==> src/design/smm_pkg.sv <==
// Shared constants, types and helper functions of the small matrix multiply block.
// No dependencies; every other file of the block refers to this package by scoped names.
package smm_pkg;

	localparam int MAX_DIM   = 8;
	localparam int ELEM_BITS = 16;

	localparam int VALUE_W   = 16;
	localparam int SUM_W     = 35;
	localparam int CFG_W     = 4;
	localparam int CFG_IDX_W = 2;
	localparam int OP_W      = 2;
	localparam int POS_W     = 3;

	localparam int IDX_W      = (MAX_DIM > 1) ? $clog2(MAX_DIM) : 1;
	localparam int CNT_W      = $clog2(MAX_DIM + 1);
	localparam int MEM_DEPTH  = MAX_DIM * MAX_DIM;
	localparam int ADDR_W     = $clog2(MEM_DEPTH);
	localparam int PROD_W     = 2 * ELEM_BITS;
	localparam int EXT_W      = (PROD_W > SUM_W) ? PROD_W : SUM_W;
	localparam int ELEM_EXT_W = (ELEM_BITS > VALUE_W) ? ELEM_BITS : VALUE_W;

	localparam logic [OP_W-1:0] OP_LOAD_A  = 2'd0;
	localparam logic [OP_W-1:0] OP_LOAD_B  = 2'd1;
	localparam logic [OP_W-1:0] OP_COMPUTE = 2'd2;

	localparam logic [CFG_IDX_W-1:0] CFG_ROWS_A = 2'd0;
	localparam logic [CFG_IDX_W-1:0] CFG_INNER  = 2'd1;
	localparam logic [CFG_IDX_W-1:0] CFG_COLS_B = 2'd2;

	localparam logic [CFG_W-1:0] CFG_DIM_RESET = 4'd8;

	// One multiply-accumulate step on its way through the datapath.
	typedef struct packed {
		logic              valid;
		logic [ADDR_W-1:0] addr_a;
		logic [ADDR_W-1:0] addr_b;
		logic              first;
		logic              last_k;
		logic [POS_W-1:0]  row;
		logic [POS_W-1:0]  col;
		logic              last;
	} issue_t;

	// Store write for a load item.
	typedef struct packed {
		logic                 we_a;
		logic                 we_b;
		logic [ADDR_W-1:0]    addr;
		logic [ELEM_BITS-1:0] data;
	} wr_t;

	// Size register as used: zero counts as one, anything above MAX_DIM as MAX_DIM.
	function automatic logic [CNT_W-1:0] eff_dim(input logic [CFG_W-1:0] v);
		logic [CNT_W-1:0] d;
		if (v == '0) begin
			d = CNT_W'(1);
		end else if (int'(v) > MAX_DIM) begin
			d = CNT_W'(MAX_DIM);
		end else begin
			d = v[CNT_W-1:0];
		end
		return d;
	endfunction

	// Low ELEM_BITS bits of the input value, zero filled when the element is wider.
	function automatic logic [ELEM_BITS-1:0] elem_of(input logic [VALUE_W-1:0] v);
		logic [ELEM_EXT_W-1:0] t;
		t = ELEM_EXT_W'(v);
		return t[ELEM_BITS-1:0];
	endfunction

	// Product sign extended or wrapped to the sum width.
	function automatic logic [SUM_W-1:0] sum_of_prod(input logic signed [PROD_W-1:0] p);
		logic signed [EXT_W-1:0] t;
		t = EXT_W'(p);
		return t[SUM_W-1:0];
	endfunction

endpackage

==> src/design/smm_item_if.sv <==
// Input channel of the small matrix multiply block: valid/ready plus one item.
// Depends on smm_pkg for field widths.
interface smm_item_if;
	logic                                valid;
	logic                                ready;
	logic [smm_pkg::OP_W-1:0]            op;
	logic [smm_pkg::POS_W-1:0]           row;
	logic [smm_pkg::POS_W-1:0]           col;
	logic signed [smm_pkg::VALUE_W-1:0]  value;

	modport source(output valid, output op, output row, output col, output value, input ready);
	modport sink(input valid, input op, input row, input col, input value, output ready);
endinterface

==> src/design/smm_result_if.sv <==
// Result channel of the small matrix multiply block: valid/ready plus one C element.
// Depends on smm_pkg for field widths.
interface smm_result_if;
	logic                              valid;
	logic                              ready;
	logic [smm_pkg::POS_W-1:0]         out_row;
	logic [smm_pkg::POS_W-1:0]         out_col;
	logic signed [smm_pkg::SUM_W-1:0]  sum;
	logic                              last;

	modport source(output valid, output out_row, output out_col, output sum, output last,
		input ready);
	modport sink(input valid, input out_row, input out_col, input sum, input last,
		output ready);
endinterface

==> src/design/small_matrix_multiply.sv <==
// Top level of the small matrix multiply block: controller plus datapath.
// Depends on smm_pkg, smm_item_if, smm_result_if, smm_ctrl and smm_datapath.
//
// item   - input channel (valid/ready). op selects load A, load B or compute; row and col
//          place a loaded element, value is its signed content. A load outside the set
//          sizes is dropped; op 3 does nothing.
// result - output channel (valid/ready). A compute streams every C element in row-major
//          order: out_row/out_col, the exact sum of products, last on the final one.
// cfg_we / cfg_index / cfg_data - size registers rows_a (0), inner_size (1), cols_b (2);
//          write them only while the block is idle.
// Timing: a load is registered and written to its store in the cycle after its transfer. A
//   compute issues one multiply-accumulate per cycle while no result waits untaken (one
//   multiplier, one read port per store) and holds item.ready low until the last step has
//   read the stores. Each step passes the issue register, the store read, the product
//   register and the accumulator; a C element goes to the output register with its last step.
// Reset: sizes return to 8 and all control clears; store contents stay undefined until loaded.
// Stall: while a result waits untaken in the output register, the MAC pipeline and the
//   sequencer hold, and so does item.ready until the last step has read the stores.
module small_matrix_multiply (
	input  logic                           clk,
	input  logic                           arst_n,
	smm_item_if.sink                       item,
	smm_result_if.source                   result,
	input  logic                           cfg_we,
	input  logic [smm_pkg::CFG_IDX_W-1:0]  cfg_index,
	input  logic [smm_pkg::CFG_W-1:0]      cfg_data
);

	smm_pkg::issue_t issue;
	smm_pkg::wr_t    wr;
	logic            advance;

	// Sequencer and size registers.
	smm_ctrl u_ctrl (
		.clk       (clk),
		.arst_n    (arst_n),
		.item      (item),
		.cfg_we    (cfg_we),
		.cfg_index (cfg_index),
		.cfg_data  (cfg_data),
		.advance   (advance),
		.issue     (issue),
		.wr        (wr)
	);

	// Stores, multiply-accumulate pipeline and output register.
	smm_datapath u_datapath (
		.clk     (clk),
		.arst_n  (arst_n),
		.issue   (issue),
		.wr      (wr),
		.advance (advance),
		.result  (result)
	);

endmodule

==> src/design/smm_ctrl.sv <==
// Controller: size registers, load decode and the row/column/inner-index sequencer.
// Depends on smm_pkg and smm_item_if; drives smm_datapath through issue_t and wr_t.
module smm_ctrl (
	input  logic                           clk,
	input  logic                           arst_n,
	smm_item_if.sink                       item,
	input  logic                           cfg_we,
	input  logic [smm_pkg::CFG_IDX_W-1:0]  cfg_index,
	input  logic [smm_pkg::CFG_W-1:0]      cfg_data,
	input  logic                           advance,
	output smm_pkg::issue_t                issue,
	output smm_pkg::wr_t                   wr
);

	typedef enum logic {ST_IDLE, ST_RUN} state_t;

	state_t                        state_q;
	logic [smm_pkg::CFG_W-1:0]     rows_a_q;
	logic [smm_pkg::CFG_W-1:0]     inner_q;
	logic [smm_pkg::CFG_W-1:0]     cols_b_q;
	logic [smm_pkg::IDX_W-1:0]     r_q;
	logic [smm_pkg::IDX_W-1:0]     c_q;
	logic [smm_pkg::IDX_W-1:0]     k_q;
	smm_pkg::issue_t               issue_q;
	smm_pkg::wr_t                  wr_q;

	logic [smm_pkg::CNT_W-1:0]     nr;
	logic [smm_pkg::CNT_W-1:0]     nk;
	logic [smm_pkg::CNT_W-1:0]     nc;
	logic                          accept;
	logic                          a_ok;
	logic                          b_ok;
	logic                          k_end;
	logic                          c_end;
	logic                          r_end;
	logic [smm_pkg::ADDR_W-1:0]    wr_addr;

	always_comb begin
		nr      = smm_pkg::eff_dim(rows_a_q);
		nk      = smm_pkg::eff_dim(inner_q);
		nc      = smm_pkg::eff_dim(cols_b_q);
		accept  = item.valid && item.ready;
		a_ok    = (item.row < nr) && (item.col < nk);
		b_ok    = (item.row < nk) && (item.col < nc);
		k_end   = (smm_pkg::CNT_W'(k_q) == nk - smm_pkg::CNT_W'(1));
		c_end   = (smm_pkg::CNT_W'(c_q) == nc - smm_pkg::CNT_W'(1));
		r_end   = (smm_pkg::CNT_W'(r_q) == nr - smm_pkg::CNT_W'(1));
		wr_addr = smm_pkg::ADDR_W'(int'(item.row) * smm_pkg::MAX_DIM + int'(item.col));
	end

	// Hold off new items until the last step of a compute has read the stores.
	assign item.ready = (state_q == ST_IDLE) && !issue_q.valid;
	assign issue      = issue_q;
	assign wr         = wr_q;

	always_ff @(posedge clk or negedge arst_n) begin
		if (!arst_n) begin
			state_q  <= ST_IDLE;
			rows_a_q <= smm_pkg::CFG_DIM_RESET;
			inner_q  <= smm_pkg::CFG_DIM_RESET;
			cols_b_q <= smm_pkg::CFG_DIM_RESET;
			r_q      <= '0;
			c_q      <= '0;
			k_q      <= '0;
			issue_q  <= '0;
			wr_q     <= '0;
		end else begin
			if (cfg_we) begin
				unique case (cfg_index)
					smm_pkg::CFG_ROWS_A: rows_a_q <= cfg_data;
					smm_pkg::CFG_INNER:  inner_q  <= cfg_data;
					smm_pkg::CFG_COLS_B: cols_b_q <= cfg_data;
					default: ;
				endcase
			end

			// Store writes never wait on the result side.
			wr_q.we_a <= accept && (item.op == smm_pkg::OP_LOAD_A) && a_ok;
			wr_q.we_b <= accept && (item.op == smm_pkg::OP_LOAD_B) && b_ok;
			wr_q.addr <= wr_addr;
			wr_q.data <= smm_pkg::elem_of(item.value);

			unique case (state_q)
				ST_IDLE: begin
					if (advance) begin
						issue_q.valid <= 1'b0;
					end
					if (accept && (item.op == smm_pkg::OP_COMPUTE)) begin
						r_q     <= '0;
						c_q     <= '0;
						k_q     <= '0;
						state_q <= ST_RUN;
					end
				end
				ST_RUN: begin
					if (advance) begin
						issue_q.valid  <= 1'b1;
						issue_q.addr_a <= smm_pkg::ADDR_W'(int'(r_q) * smm_pkg::MAX_DIM
							+ int'(k_q));
						issue_q.addr_b <= smm_pkg::ADDR_W'(int'(k_q) * smm_pkg::MAX_DIM
							+ int'(c_q));
						issue_q.first  <= (k_q == '0);
						issue_q.last_k <= k_end;
						issue_q.row    <= smm_pkg::POS_W'(r_q);
						issue_q.col    <= smm_pkg::POS_W'(c_q);
						issue_q.last   <= r_end && c_end;
						if (!k_end) begin
							k_q <= k_q + 1'b1;
						end else begin
							k_q <= '0;
							if (!c_end) begin
								c_q <= c_q + 1'b1;
							end else begin
								c_q <= '0;
								r_q <= r_q + 1'b1;
								if (r_end) begin
									state_q <= ST_IDLE;
								end
							end
						end
					end
				end
				default: state_q <= ST_IDLE;
			endcase
		end
	end

endmodule

==> src/design/smm_datapath.sv <==
// Datapath: the A and B stores, a registered multiplier, the accumulator and the result register.
// Depends on smm_pkg and smm_result_if; commanded by smm_ctrl.
module smm_datapath (
	input  logic             clk,
	input  logic             arst_n,
	input  smm_pkg::issue_t  issue,
	input  smm_pkg::wr_t     wr,
	output logic             advance,
	smm_result_if.source     result
);

	logic [smm_pkg::ELEM_BITS-1:0]        mem_a [smm_pkg::MEM_DEPTH];
	logic [smm_pkg::ELEM_BITS-1:0]        mem_b [smm_pkg::MEM_DEPTH];

	logic signed [smm_pkg::ELEM_BITS-1:0] a_s1;
	logic signed [smm_pkg::ELEM_BITS-1:0] b_s1;
	smm_pkg::issue_t                      tag_s1;
	logic                                 valid_s1;

	logic signed [smm_pkg::PROD_W-1:0]    prod_s2;
	smm_pkg::issue_t                      tag_s2;
	logic                                 valid_s2;

	logic [smm_pkg::SUM_W-1:0]            acc_q;
	logic [smm_pkg::SUM_W-1:0]            prod_ext;
	logic [smm_pkg::SUM_W-1:0]            acc_next;

	logic                                 out_valid_q;
	logic [smm_pkg::POS_W-1:0]            out_row_q;
	logic [smm_pkg::POS_W-1:0]            out_col_q;
	logic [smm_pkg::SUM_W-1:0]            sum_q;
	logic                                 last_q;

	logic                                 finish;

	// The whole MAC pipeline freezes while a result waits in the output register.
	assign advance = !out_valid_q || result.ready;

	always_comb begin
		prod_ext = smm_pkg::sum_of_prod(prod_s2);
		acc_next = tag_s2.first ? prod_ext : acc_q + prod_ext;
		finish   = advance && valid_s2 && tag_s2.last_k;
	end

	always_ff @(posedge clk) begin
		if (wr.we_a) begin
			mem_a[wr.addr] <= wr.data;
		end
		if (wr.we_b) begin
			mem_b[wr.addr] <= wr.data;
		end
		if (advance) begin
			a_s1    <= mem_a[issue.addr_a];
			b_s1    <= mem_b[issue.addr_b];
			tag_s1  <= issue;
			prod_s2 <= a_s1 * b_s1;
			tag_s2  <= tag_s1;
			if (valid_s2) begin
				acc_q <= acc_next;
			end
		end
		if (finish) begin
			out_row_q <= tag_s2.row;
			out_col_q <= tag_s2.col;
			sum_q     <= acc_next;
			last_q    <= tag_s2.last;
		end
	end

	always_ff @(posedge clk or negedge arst_n) begin
		if (!arst_n) begin
			valid_s1    <= 1'b0;
			valid_s2    <= 1'b0;
			out_valid_q <= 1'b0;
		end else begin
			if (advance) begin
				valid_s1 <= issue.valid;
				valid_s2 <= valid_s1;
			end
			if (finish) begin
				out_valid_q <= 1'b1;
			end else if (result.ready) begin
				out_valid_q <= 1'b0;
			end
		end
	end

	assign result.valid   = out_valid_q;
	assign result.out_row = out_row_q;
	assign result.out_col = out_col_q;
	assign result.sum     = sum_q;
	assign result.last    = last_q;

endmodule

==> src/flat_wrapper.sv <==
// flat-port wrapper written by rule: the top's interface ports become plain ports
module small_matrix_multiply_flat 
  (clk, arst_n, cfg_we, cfg_index, cfg_data, item_valid, item_op, item_row, item_col, item_value, item_ready, result_valid, result_out_row, result_out_col, result_sum, result_last, result_ready);
  smm_item_if item_i ();
  smm_result_if result_i ();
  input  logic clk;
  input  logic arst_n;
  input  logic cfg_we;
  input  logic [smm_pkg::CFG_IDX_W-1:0] cfg_index;
  input  logic [smm_pkg::CFG_W-1:0] cfg_data;
  input wire logic [$bits(item_i.valid)-1:0] item_valid;
  input wire logic [$bits(item_i.op)-1:0] item_op;
  input wire logic [$bits(item_i.row)-1:0] item_row;
  input wire logic [$bits(item_i.col)-1:0] item_col;
  input wire logic [$bits(item_i.value)-1:0] item_value;
  output wire logic [$bits(item_i.ready)-1:0] item_ready;
  output wire logic [$bits(result_i.valid)-1:0] result_valid;
  output wire logic [$bits(result_i.out_row)-1:0] result_out_row;
  output wire logic [$bits(result_i.out_col)-1:0] result_out_col;
  output wire logic [$bits(result_i.sum)-1:0] result_sum;
  output wire logic [$bits(result_i.last)-1:0] result_last;
  input wire logic [$bits(result_i.ready)-1:0] result_ready;
  assign item_i.valid = item_valid;
  assign item_i.op = item_op;
  assign item_i.row = item_row;
  assign item_i.col = item_col;
  assign item_i.value = item_value;
  assign item_ready = item_i.ready;
  assign result_valid = result_i.valid;
  assign result_out_row = result_i.out_row;
  assign result_out_col = result_i.out_col;
  assign result_sum = result_i.sum;
  assign result_last = result_i.last;
  assign result_i.ready = result_ready;
  small_matrix_multiply u_core (.clk(clk), .arst_n(arst_n), .item(item_i), .result(result_i), .cfg_we(cfg_we), .cfg_index(cfg_index), .cfg_data(cfg_data));
endmodule
==> config.mk <==
export PLATFORM = sky130hd
export DESIGN_NAME = small_matrix_multiply_flat
export DESIGN_NICKNAME = d
export VERILOG_FILES = /design/src/design/smm_pkg.sv /design/src/design/smm_item_if.sv /design/src/design/smm_result_if.sv /design/src/design/small_matrix_multiply.sv /design/src/design/smm_ctrl.sv /design/src/design/smm_datapath.sv /design/src/flat_wrapper.sv
export SDC_FILE = /design/constraint.sdc
export NUM_CORES = 2
export LEC_CHECK = 0
export ABC_CLOCK_PERIOD_IN_PS = 7850
export BUFFER_PORTS_ARGS = -buffer_cell sky130_fd_sc_hd__clkbuf_2
export CAP_MARGIN = 10
export CELL_PAD_IN_SITES_DETAIL_PLACEMENT = 1
export CELL_PAD_IN_SITES_GLOBAL_PLACEMENT = 1
export CORE_UTILIZATION = 56
export DETAILED_ROUTE_END_ITERATION = 12
export GPL_ROUTABILITY_DRIVEN = 0
export MAX_ROUTING_LAYER = met4
export PLACE_DENSITY_LB_ADDON = 0.1
export SETUP_SLACK_MARGIN = 0.3
export SKIP_LAST_GASP = 1
export SLEW_MARGIN = 20
export SYNTH_ARGS = -nofsm -noshare
export SYNTH_HDL_FRONTEND = slang
export SYNTH_SLANG_ARGS = --single-unit
==> constraint.sdc <==
create_clock -name clk -period 7.85 [get_ports clk]
set_input_delay 1.57 -clock clk [delete_from_list [all_inputs] [get_ports clk]]
set_output_delay 1.57 -clock clk [all_outputs]
set_load 0.01 [all_outputs]
==> run summary <==
Summing over every cut layer, the via total after detailed routing is 48400. The run gives 101200 µm² as the instance area after placement. The biggest area contributor in the post-synthesis netlist is sky130_fd_sc_hd__edfxtp_1. For the number of library cell types mapped by synthesis, the log shows 63.

The tool flagged a number of max-cap violations equal to 0. STA classifies the critical path startpoint as a flip-flop. When the netlist entered floorplanning its net count stood at 5252. For met2 alone, demand over resource in global routing was 43.68%.

The worst hold path terminates at u_core.u_datapath.result.out_col[2]. At the pin with the least slew margin, the transition time is 1.134 ns. The H-tree was split into 4 levels.

The longest clock path from root to sink contains 3 buffers. The detailed-route DRC error count came out at 0. The tools report the cell at the root of the clock tree as sky130_fd_sc_hd__clkbuf_16. Clock-pin slew was measured on the worst setup and hold paths at 0.06 ns. The length of the first detailed-routing pass in iterations was 6; the detailed-route wire length was 243900 µm. For this design, the sink count on the clock tree is 2269.

Of the available clock period, the critical path in the final layout requires 89.87%. For the number of nets still failing antenna checks after routing, the log shows 0. The met3 demand-to-capacity share in global routing is 4.304%. For the post-cts repair resize count, the log shows 0. At the later pin of the worst-skew pair, clock insertion delay measures 0.88 ns. In the final layout, the share of cells above drive strength 1 is 24.64%. The top-level I/O count came out at 79. The slowest stage of the critical path belongs to the cell sky130_fd_sc_hd__fa_1. The portion of synthesized cell area occupied by the leading cell type came out at 68.09%.

The synthesized design contains 2269 register bits. The run finished with clean final reports. The depth of the worst hold-timing path was 0. Ranked by total cell area, the synthesized netlist is headed by sky130_fd_sc_hd__edfxtp_1 (68%), sky130_fd_sc_hd__mux4_2 (16%), sky130_fd_sc_hd__fa_1 (5.4%), sky130_fd_sc_hd__ha_1 (1.7%), sky130_fd_sc_hd__dfrtp_1 (1.5%).

The tools report the number of antenna violations at the first check in global routing as 17. The worst hold path belongs to the class flip-flop to flip-flop. Setup repair after global routing left no endpoint under its margin. The logs give 8.50 ns for the required time of the critical path and 0 for the number of buffers inserted to repair setup after CTS.

Summed over all layers, the global routing overflow is 0. The signal on the critical path passes through nand2_1, inv_1, fa_1, fa_1, fa_1, fa_1, fa_1, inv_1, fa_1, inv_1, ha_1, and3_1, a221oi_1, nand2_1, o31ai_1, a31oi_1, o21ai_1, mux2i_1, a2111oi_1. Final count of negative-setup-slack endpoints: 0. Prevailing post-synth register cell: sky130_fd_sc_hd__edfxtp_1. Yosys printed 0 warnings. Detailed placement ended at an HPWL of 149700 µm. Sequential cells were found to cover 69.69% of the synthesized design area. The dominant delay contributor by cell family on the critical path is adder cells. The initial utilization of the core area, before any placement, comes to 56.55%.

The number of placed instances, taps included, is 7161. The total track usage is 29.31%, and the number of standard cells in the final layout excluding fillers is 7568. The highest fanout seen on the critical path works out to 16. The met1 track demand over resource in global routing is 43.33%, and the count of flip-flops with a built-in enable after synthesis is 2207. The total CTS buffers was 219. A synthesized cell averages 20.18 µm².

In this run the critical register-to-register path is launched from u_core.u_datapath.b_s1[1]. The max-slew violation count is 0. Headroom to the max-slew limit came out at 24.18%. The floorplan has 152 rows. For the instance count of the mapped netlist, the log shows 4823. The detailed router finished its first iteration with 5404 violations. The run gives 0 ns as the sum of negative setup slack. The largest single stage delay on the critical path is 0.75 ns.

In this design, the critical path's most frequently occurring cell is sky130_fd_sc_hd__fa_1. In the routed layout, each cell is associated on average with a via count of 6.395. The floorplan die area was 175500 µm². TritonCTS built the clock tree. Static timing analysis puts the maximum clock frequency at 141.7 MHz. The floorplan step set the die height to 418.9 µm. The path depth of the worst reg2reg path is 19. The async set-or-reset flop fraction in the synthesized netlist works out to 2.732%. Data on the critical path arrives at its endpoint at 7.70 ns. The filler cell count in the final layout was 14190. The tools report the reg-to-reg endpoint as u_core.u_datapath.prod_s2[31]. The via count of the first global-routing pass is 50240.

Entering global routing, the biggest net connects 139 pins. Summing every instance area after synthesis gives 97330 µm². Die boundary width: 418.9 µm. Between clock sinks in the finished design, the worst skew comes to 0.06321 ns.

The global routing stage identified its most utilized layer as met2. At the end of the flow, the number of nets in the layout was 5501. The number of buffers and inverters on the critical path is 3. The clock period could shrink to 7.055 ns.

Once layout is done, the placed cells without fillers occupy 108200 µm². Buffers inserted to repair hold after CTS numbered 0. The tools report the hold path startpoint as u_core.u_datapath.tag_s2[3]. The port buffer count was 78; the final hold violation count was 0. In the final routed layout, each cell accounts on average for 32.22 µm. For flop-to-flop paths, the worst setup slack is 0.80 ns. The worst setup path is captured at a flip-flop. The first global-routing pass estimated 354400 µm of wire. The critical path in this run is classified as flip-flop to flip-flop. Relative to the synthesized area, the layout overhead comes to 11.14%.

The area inside the core boundary is 172100 µm².
sequential cells by signal, summed over array words and instances, names as in the netlist, 16 cells and up:
| name | count |
|---|---|
| u_core.u_datapath.prod_s2 | 32 |
| u_core.u_datapath.b_s1 | 16 |
| u_core.u_datapath.mem_b | 1024 |
| u_core.u_datapath.mem_a | 1024 |
| u_core.u_datapath.acc_q | 35 |
| u_core.u_ctrl.wr | 24 |
| u_core.u_datapath.a_s1 | 16 |
| u_core.u_datapath.result.sum | 35 |
layer usage:
metal,share of wire [%],wire length (µm)
met1,42,102500
met2,47,114900
met3,8.5,20710
met4,2.4,5759
met5,0,0
through the flow:
step,utilization (%),setup WS (ns),hold slack (ns)
3_3_place_gp,58.79,0.9149,0.4017
3_5_place_dp,58.79,0.7730,0.4063
6_report,62.85,0.7952,0.4045
2_1_floorplan,-,1.159,0.4003
5_1_grt,62.85,0.4391,0.4111
4_1_cts,62.84,0.7572,0.4047
how the worst max path moves through the flow:
stage,start,endpoint,slack [ns],cells past startpoint
final,u_core.u_datapath.b_s1[1],u_core.u_datapath.prod_s2[31],0.80,19
after global routing,u_core.u_datapath.b_s1[1],u_core.u_datapath.prod_s2[31],0.44,19
after CTS,u_core.u_datapath.a_s1[10],u_core.u_datapath.prod_s2[31],0.76,20
after detailed placement,u_core.u_datapath.b_s1[1],u_core.u_datapath.prod_s2[31],0.77,19
after global placement,u_core.u_datapath.a_s1[7],u_core.u_datapath.prod_s2[31],0.91,21
after floorplan,result_ready,u_core.u_datapath.result.last,1.16,5
cells in the mapped netlist, types with 7 or more instances:
cell                       count
sky130_fd_sc_hd__nor3_1       11
sky130_fd_sc_hd__a21o_1       28
sky130_fd_sc_hd__and3_1       10
sky130_fd_sc_hd__xor2_1       20
sky130_fd_sc_hd__clkbuf_1    143
sky130_fd_sc_hd__nor3b_1       7
sky130_fd_sc_hd__nand4_1       7
sky130_fd_sc_hd__nand2_1     208
sky130_fd_sc_hd__buf_2        56
sky130_fd_sc_hd__nor2_1      181
sky130_fd_sc_hd__nand2b_1     22
sky130_fd_sc_hd__nand3b_1      8
sky130_fd_sc_hd__mux4_2      672
sky130_fd_sc_hd__o21bai_1     10
sky130_fd_sc_hd__edfxtp_1   2207
sky130_fd_sc_hd__and2_1      128
sky130_fd_sc_hd__o21ai_0      60
sky130_fd_sc_hd__a21oi_1      45
sky130_fd_sc_hd__mux2_2       27
sky130_fd_sc_hd__a31oi_1      11
sky130_fd_sc_hd__o31ai_1       9
sky130_fd_sc_hd__dfrtp_1      59
sky130_fd_sc_hd__o21a_1        7
sky130_fd_sc_hd__nand3_1      22
sky130_fd_sc_hd__xnor2_1      50
sky130_fd_sc_hd__ha_1        131
sky130_fd_sc_hd__fa_1        263
sky130_fd_sc_hd__inv_1       319
sky130_fd_sc_hd__buf_1        17
cell families (layout without fill, tap and decap cells):
kind of cell	Yosys count	count (layout)	synth area share (%)
flops	2269	2269	69.69
xor+xnor	70	70	0.6299
fa+ha+maj	394	394	7.093
compound gates	220	220	1.478
simple gates	633	633	3.084
other cells	0	6	0
buf+inv	535	964	2.135
mux	702	702	15.89
final cells by class:
class	count	area [µm²]	share of cell area, %
tap	2310	2890	2.672
multi-input combinational	2019	27450	25.37
inverter	319	1197	1.107
timing repair buffer	244	1750	1.618
sequential	2269	67910	62.78
antenna	6	15.01	0.01388
clock inverter	135	1262	1.167
clock buffer	266	5699	5.268
cell usage in the layout, fill, tap and decap left out, types with 50 or more instances in the layout:
cell                        Yosys  routed
sky130_fd_sc_hd__inv_1        319     318
sky130_fd_sc_hd__clkinv_1       0      56
sky130_fd_sc_hd__clkbuf_16      0     221
sky130_fd_sc_hd__edfxtp_1    2207    2207
sky130_fd_sc_hd__o21ai_0       60      60
sky130_fd_sc_hd__buf_4          0     156
sky130_fd_sc_hd__and2_1       128     127
sky130_fd_sc_hd__xnor2_1       50      50
sky130_fd_sc_hd__clkbuf_2       0      77
sky130_fd_sc_hd__nand2_1      208     208
sky130_fd_sc_hd__mux4_2       672     672
sky130_fd_sc_hd__fa_1         263     263
sky130_fd_sc_hd__nor2_1       181     175
sky130_fd_sc_hd__ha_1         131     131
Power is left out: the tool's default activity adds up to more than one toggle a clock period on the data nets, which glitch-free logic cannot reach.
